File: config.mk
export PLATFORM = sky130hd
export DESIGN_NAME = adaptive_credit_update_threshold
export DESIGN_NICKNAME = d
export VERILOG_FILES = /design/src/hw/rtl/acut_pkg.sv /design/src/hw/rtl/adaptive_credit_update_threshold.sv
export SDC_FILE = /design/constraint.sdc
export NUM_CORES = 2
export LEC_CHECK = 0
export BUFFER_PORTS_ARGS = -buffer_cell sky130_fd_sc_hd__buf_2
export CAP_MARGIN = 20
export CORE_AREA = 2 2 454 456
export CTS_CLUSTER_SIZE = 20
export DETAILED_ROUTE_END_ITERATION = 8
export DIE_AREA = 0 0 456 458
export GPL_TIMING_DRIVEN = 0
export PLACE_DENSITY_LB_ADDON = 0.1
export REMOVE_ABC_BUFFERS = 1
export SLEW_MARGIN = 15
export SYNTH_ARGS = -nofsm -noshare
export SYNTH_HDL_FRONTEND = slang
export SYNTH_SLANG_ARGS = --single-unit
export TNS_END_PERCENT = 20
File: constraint.sdc
create_clock -name clk -period 14.01 [get_ports clk]
set_clock_uncertainty 0.15 [all_clocks]
set_input_delay 4.203 -clock clk [delete_from_list [all_inputs] [get_ports clk]]
set_output_delay 4.203 -clock clk [all_outputs]
set_load 0.05 [all_outputs]
File: src/hw/rtl/acut_pkg.sv
// ----------------------------------------------------------------------------
// acut_pkg
// Constants shared by the adaptive credit update threshold block: register
// indexes, reset values of the configuration and the arithmetic constants.
// ----------------------------------------------------------------------------
`default_nettype none

package acut_pkg;

  // Configuration register indexes
  typedef logic [2:0] cfg_idx_t;
  localparam cfg_idx_t REG_RECEIVE_DEPTH  = 3'd0;
  localparam cfg_idx_t REG_WINDOW_SAMPLES = 3'd1;
  localparam cfg_idx_t REG_HIGH_RATE      = 3'd2;
  localparam cfg_idx_t REG_LOW_RATE       = 3'd3;
  localparam cfg_idx_t REG_RATIO_MIN      = 3'd4;
  localparam cfg_idx_t REG_RATIO_MAX      = 3'd5;
  localparam cfg_idx_t REG_RATIO_INIT     = 3'd6;

  // Reset values of the configuration registers
  localparam logic [15:0] RST_RECEIVE_DEPTH  = 16'd256;
  localparam logic [15:0] RST_WINDOW_SAMPLES = 16'd16;
  localparam logic [31:0] RST_HIGH_RATE      = 32'd100000;
  localparam logic [31:0] RST_LOW_RATE       = 32'd1000;
  localparam logic [15:0] RST_RATIO_MIN      = 16'd16384;
  localparam logic [15:0] RST_RATIO_MAX      = 16'd49152;
  localparam logic [15:0] RST_RATIO_INIT     = 16'd32768;

  // Milliseconds per second, scales the window sum into items per second
  localparam logic [19:0] MS_PER_SEC = 20'd1000;

  // x/5 == (x * RECIP5) >> RECIP5_SHIFT for every x below 2^22
  localparam logic [19:0] RECIP5       = 20'd838861;
  localparam int unsigned RECIP5_SHIFT = 22;

  // Shared restoring divider: dividend bits, one quotient bit per step
  localparam int unsigned DIV_STEPS = 48;
  localparam int unsigned CNT_W     = $clog2(DIV_STEPS);

endpackage : acut_pkg

`default_nettype wire

File: src/hw/rtl/adaptive_credit_update_threshold.sv
// ----------------------------------------------------------------------------
// adaptive_credit_update_threshold
// Rate-adaptive lazy credit update threshold with one shared multiplier and
// one shared bit-serial divider under a small sequencer.
//
// Usage:
//   Input channel (in_valid / in_stall) carries one report per transaction:
//   a received count and a millisecond timestamp. Every report gives exactly
//   one result transaction on the output channel (out_valid / out_stall):
//   the current threshold, the current rate estimate and a window-closed flag.
//   Configuration is written through cfg_we / cfg_index / cfg_wdata; the
//   user must do so only while the block is idle, which the block does
//   not enforce. An index above five is ignored. A report that does not
//   close a window, or closes one with zero elapsed time, goes straight to
//   the output state. A closing report runs the rate division and, when the
//   rate lies strictly between the limits, a second one that interpolates
//   the target ratio; the restoring divider yields one quotient bit per cycle.
//   One report is in work at a time; in_stall is low only while the
//   sequencer is idle, so the next report may enter in the cycle after the
//   previous result is written into the output register.
//   A stalled result stays in the output register; a new report is still
//   accepted and its result waits until the register frees up.
//   Reset (synchronous, rst_n low) loads the default configuration, clears
//   the window and sets ratio and threshold from the default ratio_initial.
// ----------------------------------------------------------------------------
`default_nettype none

module adaptive_credit_update_threshold #(
  parameter int unsigned RATIO_FRAC_BITS = 16
) (
  input  wire logic        clk,
  input  wire logic        rst_n,
  // report input channel
  input  wire logic        in_valid,
  output logic             in_stall,
  input  wire logic [15:0] in_received_count,
  input  wire logic [31:0] in_now_ms,
  // result output channel
  output logic             out_valid,
  input  wire logic        out_stall,
  output logic [15:0]      out_update_threshold,
  output logic [31:0]      out_rate_estimate,
  output logic             out_window_closed,
  // configuration write port
  input  wire logic        cfg_we,
  input  wire logic [2:0]  cfg_index,
  input  wire logic [31:0] cfg_wdata
);

  // Sequencer states
  localparam logic [3:0] S_IDLE = 4'd0;
  localparam logic [3:0] S_OUT  = 4'd1;
  localparam logic [3:0] S_MUL1 = 4'd2;
  localparam logic [3:0] S_DIV  = 4'd3;
  localparam logic [3:0] S_RATE = 4'd4;
  localparam logic [3:0] S_TGT  = 4'd5;
  localparam logic [3:0] S_MUL2 = 4'd6;
  localparam logic [3:0] S_TGT2 = 4'd7;
  localparam logic [3:0] S_SM1  = 4'd8;
  localparam logic [3:0] S_SM2  = 4'd9;
  localparam logic [3:0] S_THR1 = 4'd10;
  localparam logic [3:0] S_THR2 = 4'd11;

  localparam int unsigned DW = acut_pkg::DIV_STEPS;
  localparam int unsigned CW = acut_pkg::CNT_W;

  // Threshold after reset, from the default depth and initial ratio
  localparam logic [31:0] THR_RST_PROD =
    32'(acut_pkg::RST_RECEIVE_DEPTH) * 32'(acut_pkg::RST_RATIO_INIT);
  localparam logic [31:0] THR_RST_SH = THR_RST_PROD >> RATIO_FRAC_BITS;
  localparam logic [15:0] THR_RST =
    (THR_RST_SH[31:16] != 16'd0) ? 16'hFFFF : THR_RST_SH[15:0];

  // Configuration registers
  logic [15:0] depth_r, depth_nxt;
  logic [15:0] need_r, need_nxt;
  logic [31:0] high_r, high_nxt;
  logic [31:0] low_r, low_nxt;
  logic [15:0] rmin_r, rmin_nxt;
  logic [15:0] rmax_r, rmax_nxt;

  // Block state
  logic [31:0] sum_r, sum_nxt;
  logic [15:0] tally_r, tally_nxt;
  logic [31:0] start_r, start_nxt;
  logic [31:0] rate_r, rate_nxt;
  logic [15:0] smooth_r, smooth_nxt;
  logic [15:0] thr_r, thr_nxt;

  // Sequencer and work registers
  logic [3:0]    state_r, state_nxt;
  logic [31:0]   wsum_r, wsum_nxt;
  logic [31:0]   elapsed_r, elapsed_nxt;
  logic          closed_r, closed_nxt;
  logic [15:0]   tgt_r, tgt_nxt;
  logic          div_sel_r, div_sel_nxt;   // 0: rate division, 1: interpolation
  logic [DW-1:0] dvd_r, dvd_nxt;           // dividend, quotient, product
  logic [31:0]   dvs_r, dvs_nxt;
  logic [31:0]   rem_r, rem_nxt;
  logic [CW-1:0] cnt_r, cnt_nxt;

  // Output register
  logic        out_valid_r, out_valid_nxt;
  logic [15:0] out_thr_r, out_thr_nxt;
  logic [31:0] out_rate_r, out_rate_nxt;
  logic        out_closed_r, out_closed_nxt;

  // Combinational helpers
  logic        in_acc;
  logic [32:0] sum_add;
  logic [31:0] sum_sat;
  logic [15:0] tally_inc;
  logic        win_close;
  logic [31:0] mul_a;
  logic [19:0] mul_b;
  logic [51:0] mul_p;
  logic [32:0] rem_sh;
  logic [32:0] rem_dif;
  logic        rem_ge;
  logic        diff_neg;
  logic [15:0] diff_abs;
  logic [18:0] sm_x;
  logic [31:0] thr_sh;
  logic        out_free;

  assign in_stall = (state_r != S_IDLE);
  assign in_acc   = in_valid && !in_stall;
  assign out_free = !out_valid_r || !out_stall;

  // Window accumulation for the incoming report
  assign sum_add   = {1'b0, sum_r} + 33'(in_received_count);
  assign sum_sat   = sum_add[32] ? 32'hFFFF_FFFF : sum_add[31:0];
  assign tally_inc = (tally_r == 16'hFFFF) ? tally_r : tally_r + 16'd1;
  assign win_close = (tally_inc >= need_r);

  // Interpolation direction and magnitude
  assign diff_neg = (rmin_r > rmax_r);
  assign diff_abs = diff_neg ? (rmin_r - rmax_r) : (rmax_r - rmin_r);

  // Smoothing numerator 4*old + target
  assign sm_x = {1'b0, smooth_r, 2'b00} + 19'(tgt_r);

  // Threshold scaling of the registered product
  assign thr_sh = dvd_r[31:0] >> RATIO_FRAC_BITS;

  // Shared multiplier operand select
  always_comb begin
    mul_a = 32'd0;
    mul_b = 20'd0;
    case (state_r)
      S_MUL1: begin
        mul_a = wsum_r;
        mul_b = acut_pkg::MS_PER_SEC;
      end
      S_MUL2: begin
        mul_a = rate_r - low_r;
        mul_b = 20'(diff_abs);
      end
      S_SM1: begin
        mul_a = 32'(sm_x);
        mul_b = acut_pkg::RECIP5;
      end
      S_THR1: begin
        mul_a = 32'(depth_r);
        mul_b = 20'(smooth_r);
      end
      default: begin
        mul_a = 32'd0;
        mul_b = 20'd0;
      end
    endcase
  end

  assign mul_p = 52'(mul_a) * 52'(mul_b);

  // Shared divider step: restoring, one quotient bit per cycle
  assign rem_sh  = {rem_r, dvd_r[DW-1]};
  assign rem_ge  = (rem_sh >= {1'b0, dvs_r});
  assign rem_dif = rem_sh - {1'b0, dvs_r};

  // Next-state logic
  always_comb begin
    depth_nxt      = depth_r;
    need_nxt       = need_r;
    high_nxt       = high_r;
    low_nxt        = low_r;
    rmin_nxt       = rmin_r;
    rmax_nxt       = rmax_r;
    sum_nxt        = sum_r;
    tally_nxt      = tally_r;
    start_nxt      = start_r;
    rate_nxt       = rate_r;
    smooth_nxt     = smooth_r;
    thr_nxt        = thr_r;
    state_nxt      = state_r;
    wsum_nxt       = wsum_r;
    elapsed_nxt    = elapsed_r;
    closed_nxt     = closed_r;
    tgt_nxt        = tgt_r;
    div_sel_nxt    = div_sel_r;
    dvd_nxt        = dvd_r;
    dvs_nxt        = dvs_r;
    rem_nxt        = rem_r;
    cnt_nxt        = cnt_r;
    out_valid_nxt  = out_valid_r;
    out_thr_nxt    = out_thr_r;
    out_rate_nxt   = out_rate_r;
    out_closed_nxt = out_closed_r;

    // configuration writes
    if (cfg_we) begin
      case (cfg_index)
        acut_pkg::REG_RECEIVE_DEPTH:  depth_nxt = cfg_wdata[15:0];
        acut_pkg::REG_WINDOW_SAMPLES: need_nxt  = cfg_wdata[15:0];
        acut_pkg::REG_HIGH_RATE:      high_nxt  = cfg_wdata;
        acut_pkg::REG_LOW_RATE:       low_nxt   = cfg_wdata;
        acut_pkg::REG_RATIO_MIN:      rmin_nxt  = cfg_wdata[15:0];
        acut_pkg::REG_RATIO_MAX:      rmax_nxt  = cfg_wdata[15:0];
        // initial ratio only seeds the ratio at reset, from its default
        acut_pkg::REG_RATIO_INIT:     ;
        default: ;
      endcase
    end

    // output register drains
    if (out_valid_r && !out_stall) begin
      out_valid_nxt = 1'b0;
    end

    case (state_r)
      S_IDLE: begin
        if (in_acc) begin
          closed_nxt = win_close;
          if (win_close) begin
            wsum_nxt    = sum_sat;
            elapsed_nxt = in_now_ms - start_r;
            sum_nxt     = 32'd0;
            tally_nxt   = 16'd0;
            start_nxt   = in_now_ms;
            state_nxt   = ((in_now_ms - start_r) == 32'd0) ? S_OUT : S_MUL1;
          end else begin
            sum_nxt   = sum_sat;
            tally_nxt = tally_inc;
            state_nxt = S_OUT;
          end
        end
      end
      S_MUL1: begin
        dvd_nxt     = mul_p[DW-1:0];
        dvs_nxt     = elapsed_r;
        rem_nxt     = 32'd0;
        cnt_nxt     = '0;
        div_sel_nxt = 1'b0;
        state_nxt   = S_DIV;
      end
      S_DIV: begin
        rem_nxt = rem_ge ? rem_dif[31:0] : rem_sh[31:0];
        dvd_nxt = {dvd_r[DW-2:0], rem_ge};
        cnt_nxt = cnt_r + CW'(1);
        if (cnt_r == CW'(DW - 1)) begin
          state_nxt = div_sel_r ? S_TGT2 : S_RATE;
        end
      end
      S_RATE: begin
        rate_nxt  = (dvd_r[DW-1:32] != '0) ? 32'hFFFF_FFFF : dvd_r[31:0];
        state_nxt = S_TGT;
      end
      S_TGT: begin
        if (rate_r >= high_r) begin
          tgt_nxt   = rmax_r;
          state_nxt = S_SM1;
        end else if (rate_r <= low_r) begin
          tgt_nxt   = rmin_r;
          state_nxt = S_SM1;
        end else begin
          state_nxt = S_MUL2;
        end
      end
      S_MUL2: begin
        dvd_nxt     = mul_p[DW-1:0];
        dvs_nxt     = high_r - low_r;
        rem_nxt     = 32'd0;
        cnt_nxt     = '0;
        div_sel_nxt = 1'b1;
        state_nxt   = S_DIV;
      end
      S_TGT2: begin
        // quotient is below the ratio span, so 16 bits hold it
        tgt_nxt   = diff_neg ? (rmin_r - dvd_r[15:0]) : (rmin_r + dvd_r[15:0]);
        state_nxt = S_SM1;
      end
      S_SM1: begin
        dvd_nxt   = mul_p[DW-1:0];
        state_nxt = S_SM2;
      end
      S_SM2: begin
        smooth_nxt = dvd_r[acut_pkg::RECIP5_SHIFT +: 16];
        state_nxt  = S_THR1;
      end
      S_THR1: begin
        dvd_nxt   = mul_p[DW-1:0];
        state_nxt = S_THR2;
      end
      S_THR2: begin
        thr_nxt   = (thr_sh[31:16] != 16'd0) ? 16'hFFFF : thr_sh[15:0];
        state_nxt = S_OUT;
      end
      S_OUT: begin
        if (out_free) begin
          out_valid_nxt  = 1'b1;
          out_thr_nxt    = thr_r;
          out_rate_nxt   = rate_r;
          out_closed_nxt = closed_r;
          state_nxt      = S_IDLE;
        end
      end
      default: begin
        state_nxt = S_IDLE;
      end
    endcase
  end

  // Registers with reset
  always_ff @(posedge clk) begin
    if (!rst_n) begin
      depth_r     <= acut_pkg::RST_RECEIVE_DEPTH;
      need_r      <= acut_pkg::RST_WINDOW_SAMPLES;
      high_r      <= acut_pkg::RST_HIGH_RATE;
      low_r       <= acut_pkg::RST_LOW_RATE;
      rmin_r      <= acut_pkg::RST_RATIO_MIN;
      rmax_r      <= acut_pkg::RST_RATIO_MAX;
      sum_r       <= 32'd0;
      tally_r     <= 16'd0;
      start_r     <= 32'd0;
      rate_r      <= 32'd0;
      smooth_r    <= acut_pkg::RST_RATIO_INIT;
      thr_r       <= THR_RST;
      state_r     <= S_IDLE;
      out_valid_r <= 1'b0;
    end else begin
      depth_r     <= depth_nxt;
      need_r      <= need_nxt;
      high_r      <= high_nxt;
      low_r       <= low_nxt;
      rmin_r      <= rmin_nxt;
      rmax_r      <= rmax_nxt;
      sum_r       <= sum_nxt;
      tally_r     <= tally_nxt;
      start_r     <= start_nxt;
      rate_r      <= rate_nxt;
      smooth_r    <= smooth_nxt;
      thr_r       <= thr_nxt;
      state_r     <= state_nxt;
      out_valid_r <= out_valid_nxt;
    end
  end

  // Payload and work registers, no reset
  always_ff @(posedge clk) begin
    wsum_r       <= wsum_nxt;
    elapsed_r    <= elapsed_nxt;
    closed_r     <= closed_nxt;
    tgt_r        <= tgt_nxt;
    div_sel_r    <= div_sel_nxt;
    dvd_r        <= dvd_nxt;
    dvs_r        <= dvs_nxt;
    rem_r        <= rem_nxt;
    cnt_r        <= cnt_nxt;
    out_thr_r    <= out_thr_nxt;
    out_rate_r   <= out_rate_nxt;
    out_closed_r <= out_closed_nxt;
  end

  assign out_valid            = out_valid_r;
  assign out_update_threshold = out_thr_r;
  assign out_rate_estimate    = out_rate_r;
  assign out_window_closed    = out_closed_r;

  // Assertions
  a_div_partial_rem : assert property (@(posedge clk) disable iff (!rst_n)
    (state_r == S_DIV) |-> (rem_r < dvs_r))
    else $error("divider remainder not below divisor");

  a_div_full_length : assert property (@(posedge clk) disable iff (!rst_n)
    (state_r == S_DIV && state_nxt != S_DIV) |-> (cnt_r == CW'(DW - 1)))
    else $error("divider left before all quotient bits");

  a_out_from_seq : assert property (@(posedge clk) disable iff (!rst_n)
    ($past(rst_n) && $rose(out_valid_r)) |-> ($past(state_r) == S_OUT))
    else $error("result loaded outside the output state");

  a_thr_update : assert property (@(posedge clk) disable iff (!rst_n)
    ($past(rst_n) && (thr_r != $past(thr_r))) |-> ($past(state_r) == S_THR2))
    else $error("threshold changed outside its update step");

endmodule : adaptive_credit_update_threshold

`default_nettype wire
# Word level (Yosys, flattened, before mapping)
# Index checks and enable logic that the tools add are counted.
[word_totals]
ff_bits = 526
out_inout_bits = 51
wordCells = 124
[classes]
add_sub_neg = 12
reduce_logical = 28
multipliers = 1
magnitude_cmp = 5
eq_ne = 22
n_mux = 30
[op_table]
columns = ["cell", "n"]
rows = [
  ["$mux 32", 4],
  ["$pmux 32 s2", 2],
  ["$pmux 32 s4", 1],
  ["$sub 32x32->32", 4],
  ["$mux 16", 6],
  ["$pmux 48 s2", 1],
  ["$pmux 20 s4", 1],
  ["$mul 32x20->48", 1],
  ["$sub 16x16->16", 3],
  ["$pmux 4 s11", 1],
  ["$add 32x16->33", 1],
  ["$ge 33x32->1", 1],
  ["$ge 32x32->1", 1],
  ["$le 32x32->1", 1],
  ["$logic_not 32->1", 1],
  ["$pmux 16 s2", 1],
  ["$mux 4", 5],
  ["$add 18x16->19", 1],
  ["$reduce_and 2->1", 9],
  ["$add 16x1->16 const B", 1],
  ["$add 16x16->16", 1],
  ["$eq 16x16->1 const B", 1],
  ["$eq 4x3->1 const B", 4],
  ["$eq 4x4->1 const B", 4],
  ["other kinds (26)", 42],
]

# Logic depth before layout (Yosys ltp)
[logic_depth]
depth_word = 6
ltp_mapped = 43
depth_no_buf = 40

# Least setup slack after synthesis
# No wires, ideal clock.
[synth_timing]
path_kind = "flip-flop to flip-flop"
start = "register rmin_r[12]"
end = "register dvd_r[46] (data pin)"
synth_period_minus_slack_ns = 9.721
path_buffers = 4
path_stages_with_launch = 43
setup_slack_ns = 4.289
t_required_ns = 13.593
setup_ns = 0.267
t_arrival_ns = 9.304
cell_sequence = "dfxtp_1 inv_1 ha_1 buf_2 nand4_1 or3_1 nor4_2 nor2_1 o2bb2ai_1 buf_6 buf_2 mux2_2 xnor2_1 nor2_1 a21o_1 clkbuf_1 nand2_1 fa_1 (+7 left out) fa_1 inv_1 fa_1 inv_1 fa_1 inv_1 ha_1 a21o_1 a21oi_1 a21boi_0 o211ai_1 a21oi_1 o211ai_1 a21oi_1 o41ai_1 o21ai_0 xnor2_1 o21ai_0"
[synth_between]
elab_chain_cells = 5
[synth_rtl]
columns = ["item", "line_no", "rtl"]
rows = [
  ["from (decl)", "adaptive_credit_update_threshold.sv:79", "logic [15:0] rmin_r, rmin_nxt;"],
  ["from (signal assigned)", "adaptive_credit_update_threshold.sv:330", "rmin_r <= acut_pkg::RST_RATIO_MIN;"],
  ["from (signal assigned)", "adaptive_credit_update_threshold.sv:345", "rmin_r <= rmin_nxt;"],
  ["$sub 16x16->16 / $gt 16x16->1 (equally long branches)", "adaptive_credit_update_threshold.sv:138, adaptive_credit_update_threshold.sv:137", ""],
  ["$mux 16 (*)", "adaptive_credit_update_threshold.sv:138", "assign diff_abs = diff_neg ? (rmin_r - rmax_r) : (rmax_r - rmin_r);"],
  ["$pmux 20 s4 (*)", "adaptive_credit_update_threshold.sv:150", "case (state_r)"],
  ["$mul 32x20->48 (*)", "adaptive_credit_update_threshold.sv:174", "assign mul_p = 52'(mul_a) * 52'(mul_b);"],
  ["$pmux 48 s2 (*)", "adaptive_credit_update_threshold.sv:230", "case (state_r)"],
  ["named net dvd_nxt[46]", "adaptive_credit_update_threshold.sv:97", "logic [DW-1:0] dvd_r, dvd_nxt;"],
  ["to (signal assigned)", "adaptive_credit_update_threshold.sv:365", "dvd_r <= dvd_nxt;"],
  ["to (decl)", "adaptive_credit_update_threshold.sv:97", ""],
]
# Mark *: on every way through the listed nets, which the timed path passes. The rest lies on a longest branch.
# A chain may end at the register's enable or synchronous reset.

# Final worst setup path
[layout_timing]
start = "register state_r[3]"
end = "register dvd_r[46] (data pin)"
[layout_between]
elab_chain_cells = 4
[layout_rtl]
columns = ["item", "line_no", "rtl"]
rows = [
  ["from (decl)", "adaptive_credit_update_threshold.sv:91", "logic [3:0] state_r, state_nxt;"],
  ["from (signal assigned)", "adaptive_credit_update_threshold.sv:353", "state_r <= state_nxt;"],
  ["$eq 4x4->1 (tied with other cells)", "adaptive_credit_update_threshold.sv:150, adaptive_credit_update_threshold.sv:230", ""],
  ["$pmux 32 s4 / $pmux 20 s4 (equally long branches)", "adaptive_credit_update_threshold.sv:150", ""],
  ["$mul 32x20->48", "adaptive_credit_update_threshold.sv:174", ""],
  ["$pmux 48 s2 (*)", "adaptive_credit_update_threshold.sv:230", ""],
  ["named net dvd_nxt[46]", "adaptive_credit_update_threshold.sv:97", ""],
]
# Marked as above.

==> impl_metrics.tcl <==
set metrics [dict create \
    die-width_um 456 \
    clock_latency_ns 0.68 \
    p_int_mw 2.954 \
    run_status "complete, no violations" \
    synth_flop_cell "sky130_fd_sc_hd__dfxtp_1" \
    worst_max_slew_pin_slew_ns 1.166 \
    post-synth-top-area-cell "sky130_fd_sc_hd__fa_1" \
    cp-end-kind "register" \
    cts_max_level 3 \
    routed_via_density 4.643 \
    number_of_nets_with_antenna_violations_after_routing 0 \
    worst_setup_hold_path_clk_slew_ns 0.06 \
    timing_hold_violations_final 0 \
    slew_viol_final 0 \
    detailed_place_hpwl_um 151300 \
    synthDistinctLibCells 88 \
    vdd.ir_drop.worst_uv 90.81 \
    cts_sinks 526 \
    num_vias 40151 \
    power.sequential.fraction_pct 40.3 \
    grt_max_degree 128 \
    ys_seq_area_share_pct 25.62 \
    startpoint_type "register" \
    globalRouteTotalUtil_pct 17.69 \
    setup_slack_ns 1.370 \
    start_util_pct 24.95 \
    mappedNetlistArea_um2 50840 \
    cp.buffers_inverters 11 \
    critical-path-max-stage-delay_ns 0.61 \
    synth_area_leaders "sky130_fd_sc_hd__fa_1 (19%), sky130_fd_sc_hd__edfxtp_1 (15%), sky130_fd_sc_hd__ha_1 (11%)" \
    max_clock_freq_mhz 79.11 \
    timing.critical_path.slowest_stage_cell "sky130_fd_sc_hd__nand2_1" \
    antenna_found_initial 25 \
    post_cts_resize_count 0 \
    grt_pass1_wl_um 277400 \
    syn-mean-instance-area_um2 8.684 \
    fp.coreArea_um2 203800 \
    post_route_cells_drive_above_1_share_pct 6.716 \
    dieArea_um2 208800 \
    setup_violations 0 \
    clock_path_buffers 3 \
    hold_buffers 0 \
    p_comb_share_pct 14.1 \
    drt_pass1_iterations 5 \
    critPathTopFamily "adder cells" \
    cts.repair_timing.setup_buffer_count 0 \
    synthArstFlopShare_pct 0 \
    cp_data_arrival_time_ns 12.88 \
    synth.top_cell.area_share_pct 18.90 \
    timing.critical_path.required_ns 14.25 \
    worst_hold_path_type "register to register" \
    power.density_cell_area_nw_per_um2 71.48 \
    stdcell_area_um2 57750 \
    timing_worst_setup_path_type "register to register" \
    critPathMaxFanout 63 \
    portBuffers 138 \
    max-cap-violations 0 \
    placement.cell_area_um2 55380 \
    num_cts_buffers 68 \
    design.final.nets 6916 \
    fin_setup_tns_ns 0 \
    die_height_um 458 \
    synth.ff_latch_count 526 \
    power_frac_clock_pct 45.6 \
    dpl_worst_slack_ns 1.272 \
    gp_congestion 0.8329 \
    overflow 0 \
    synthesized_instance_count 5854 \
    power_switching_mw 1.174 \
    swShare_pct 28.44 \
    min_period_over_period_pct 90.22 \
    drt_iter0_markers 2411 \
    fp-row-count 166 \
    cts_tree "done" \
    synth.yosys.warnings 0 \
    total_leakage_power_nw 25.41 \
    timing.hold.ws_ns 0.2775 \
    wl_per_cell_um 21.51 \
    worst_slew_margin_rel_pct 21.72 \
    clock_tree.root_cell "sky130_fd_sc_hd__clkbuf_16" \
    rsz0062_at_grt "no" \
    grt_pass1_vias 41012 \
    number_of_synthesized_flops_with_an_enable_pin 249 \
    totalWireLength_um 186000 \
    flow.area_growth_from_synthesis_pct 13.60 \
    post-route-drc-count 0 \
    ios 139 \
    timing.final.crit_period_ns 12.64 \
]
kinds of logic (layout without fill, tap and decap cells):
kind of cell,count (synthesis),after routing,synth area share [%]
and+or+nand+nor,1839,1839,16.01
AOI/OAI and AO/OA,1181,1181,15.26
buffers and inverters,1104,1188,8.279
adders and majority gates,927,927,29.90
DFF,526,526,25.62
xor gates and xnor gates,235,235,4.049
muxes,41,41,0.8737
other,1,22,0.007376
routing by layer:
layer | track usage [%] | up-vias | share of wire (%) | wire length (um)
li1 | - | 19365 | - | -
met1 | 26.63 | 19956 | 51 | 95710
met2 | 27.85 | 680 | 44 | 82090
met5 | 0 | - | 0 | 0
met4 | 2.431 | 0 | 1.3 | 2441
met3 | 1.583 | 150 | 3.1 | 5726
layout make-up:
| cell class | count | area [um^2] |
|---|---|---|
| antenna | 3 | 7.507 |
| clock buffer | 90 | 1971 |
| clock inverter | 35 | 365.4 |
| fill | 21807 | 146000 |
| inverter | 863 | 3247 |
| multi-input combinational | 4242 | 33990 |
| sequential | 526 | 13020 |
| tap | 2688 | 3363 |
| timing repair buffer | 200 | 1783 |
through the flow:
stage | total power, mW | util [%] | instances
after floorplan | 2.059 | - | 5631
after global placement | 2.271 | 26.50 | 8457
after detailed placement | 2.280 | 27.18 | 8517
after CTS | 4.192 | 28.33 | 8642
after global routing | 4.310 | 28.34 | 8646
final | 4.128 | 28.34 | 8647
placed cells by master, fill, tap and decap left out, types with 12 or more instances in the layout:
master / n
sky130_fd_sc_hd__or3_1: 16
sky130_fd_sc_hd__conb_1: 19
sky130_fd_sc_hd__a211oi_1: 22
sky130_fd_sc_hd__inv_1: 860
sky130_fd_sc_hd__o21ai_0: 240
sky130_fd_sc_hd__nand3_1: 84
sky130_fd_sc_hd__buf_16: 15
sky130_fd_sc_hd__nor3_1: 51
sky130_fd_sc_hd__xor2_1: 91
sky130_fd_sc_hd__xnor2_1: 144
sky130_fd_sc_hd__buf_12: 20
sky130_fd_sc_hd__dfxtp_1: 277
sky130_fd_sc_hd__nand4_1: 41
sky130_fd_sc_hd__o211ai_1: 40
sky130_fd_sc_hd__a21oi_1: 253
sky130_fd_sc_hd__nor2b_1: 98
sky130_fd_sc_hd__edfxtp_1: 249
sky130_fd_sc_hd__ha_1: 447
sky130_fd_sc_hd__buf_4: 12
sky130_fd_sc_hd__nor4_1: 17
sky130_fd_sc_hd__a22oi_1: 31
sky130_fd_sc_hd__o21a_1: 43
sky130_fd_sc_hd__a22o_1: 15
sky130_fd_sc_hd__nor2_1: 275
sky130_fd_sc_hd__nand2_1: 1022
sky130_fd_sc_hd__clkbuf_16: 73
sky130_fd_sc_hd__fa_1: 480
sky130_fd_sc_hd__o21bai_1: 31
sky130_fd_sc_hd__a21o_1: 118
sky130_fd_sc_hd__o31ai_1: 25
sky130_fd_sc_hd__buf_2: 138
sky130_fd_sc_hd__a21boi_0: 199
sky130_fd_sc_hd__and3_1: 32
sky130_fd_sc_hd__and2_1: 85
sky130_fd_sc_hd__mux2i_1: 25
sky130_fd_sc_hd__clkinv_2: 12
sky130_fd_sc_hd__nand2b_1: 44
sky130_fd_sc_hd__a31oi_1: 27
sky130_fd_sc_hd__mux2_2: 13
flip-flops by register name, summed over array words and instances (netlist names), 32 cells and up:
signal,flops
dvd_r,48
dvs_r,32
elapsed_r,32
high_r,32
low_r,32
out_rate_estimate,32
rate_r,32
rem_r,32
start_r,32
sum_r,32
wsum_r,32
worst paths after layout:
kind	cells after the start	to	startpoint	slack (ns)
setup / recovery	36	dvd_r[46]	state_r[3]	1.37
hold / removal	0	out_update_threshold[8]	thr_r[8]	0.28
setup reg to reg	36	dvd_r[46]	state_r[3]	1.37
hold reg to reg	0	out_update_threshold[8]	thr_r[8]	0.28
cells in the mapped netlist, types with 41 or more instances:
| master | n |
|---|---|
| sky130_fd_sc_hd__a21boi_0 | 199 |
| sky130_fd_sc_hd__a21o_1 | 122 |
| sky130_fd_sc_hd__a21oi_1 | 254 |
| sky130_fd_sc_hd__and2_1 | 85 |
| sky130_fd_sc_hd__clkbuf_1 | 195 |
| sky130_fd_sc_hd__dfxtp_1 | 277 |
| sky130_fd_sc_hd__edfxtp_1 | 249 |
| sky130_fd_sc_hd__fa_1 | 480 |
| sky130_fd_sc_hd__ha_1 | 447 |
| sky130_fd_sc_hd__inv_1 | 862 |
| sky130_fd_sc_hd__nand2_1 | 1027 |
| sky130_fd_sc_hd__nand2b_1 | 45 |
| sky130_fd_sc_hd__nand3_1 | 88 |
| sky130_fd_sc_hd__nand4_1 | 41 |
| sky130_fd_sc_hd__nor2_1 | 281 |
| sky130_fd_sc_hd__nor2b_1 | 98 |
| sky130_fd_sc_hd__nor3_1 | 52 |
| sky130_fd_sc_hd__o21a_1 | 43 |
| sky130_fd_sc_hd__o21ai_0 | 244 |
| sky130_fd_sc_hd__xnor2_1 | 144 |
| sky130_fd_sc_hd__xor2_1 | 91 |
power groups by stage:
stage                     logic (mW)  clock network, mW  registers (mW)
after floorplan                0.343                  0            1.72
after global placement         0.570                  0            1.70
after detailed placement       0.582                  0            1.70
after CTS                      0.584               1.94            1.67
after global routing           0.642               2.00            1.67
final                          0.581               1.88            1.66
(Power assumes the default switching activity.)
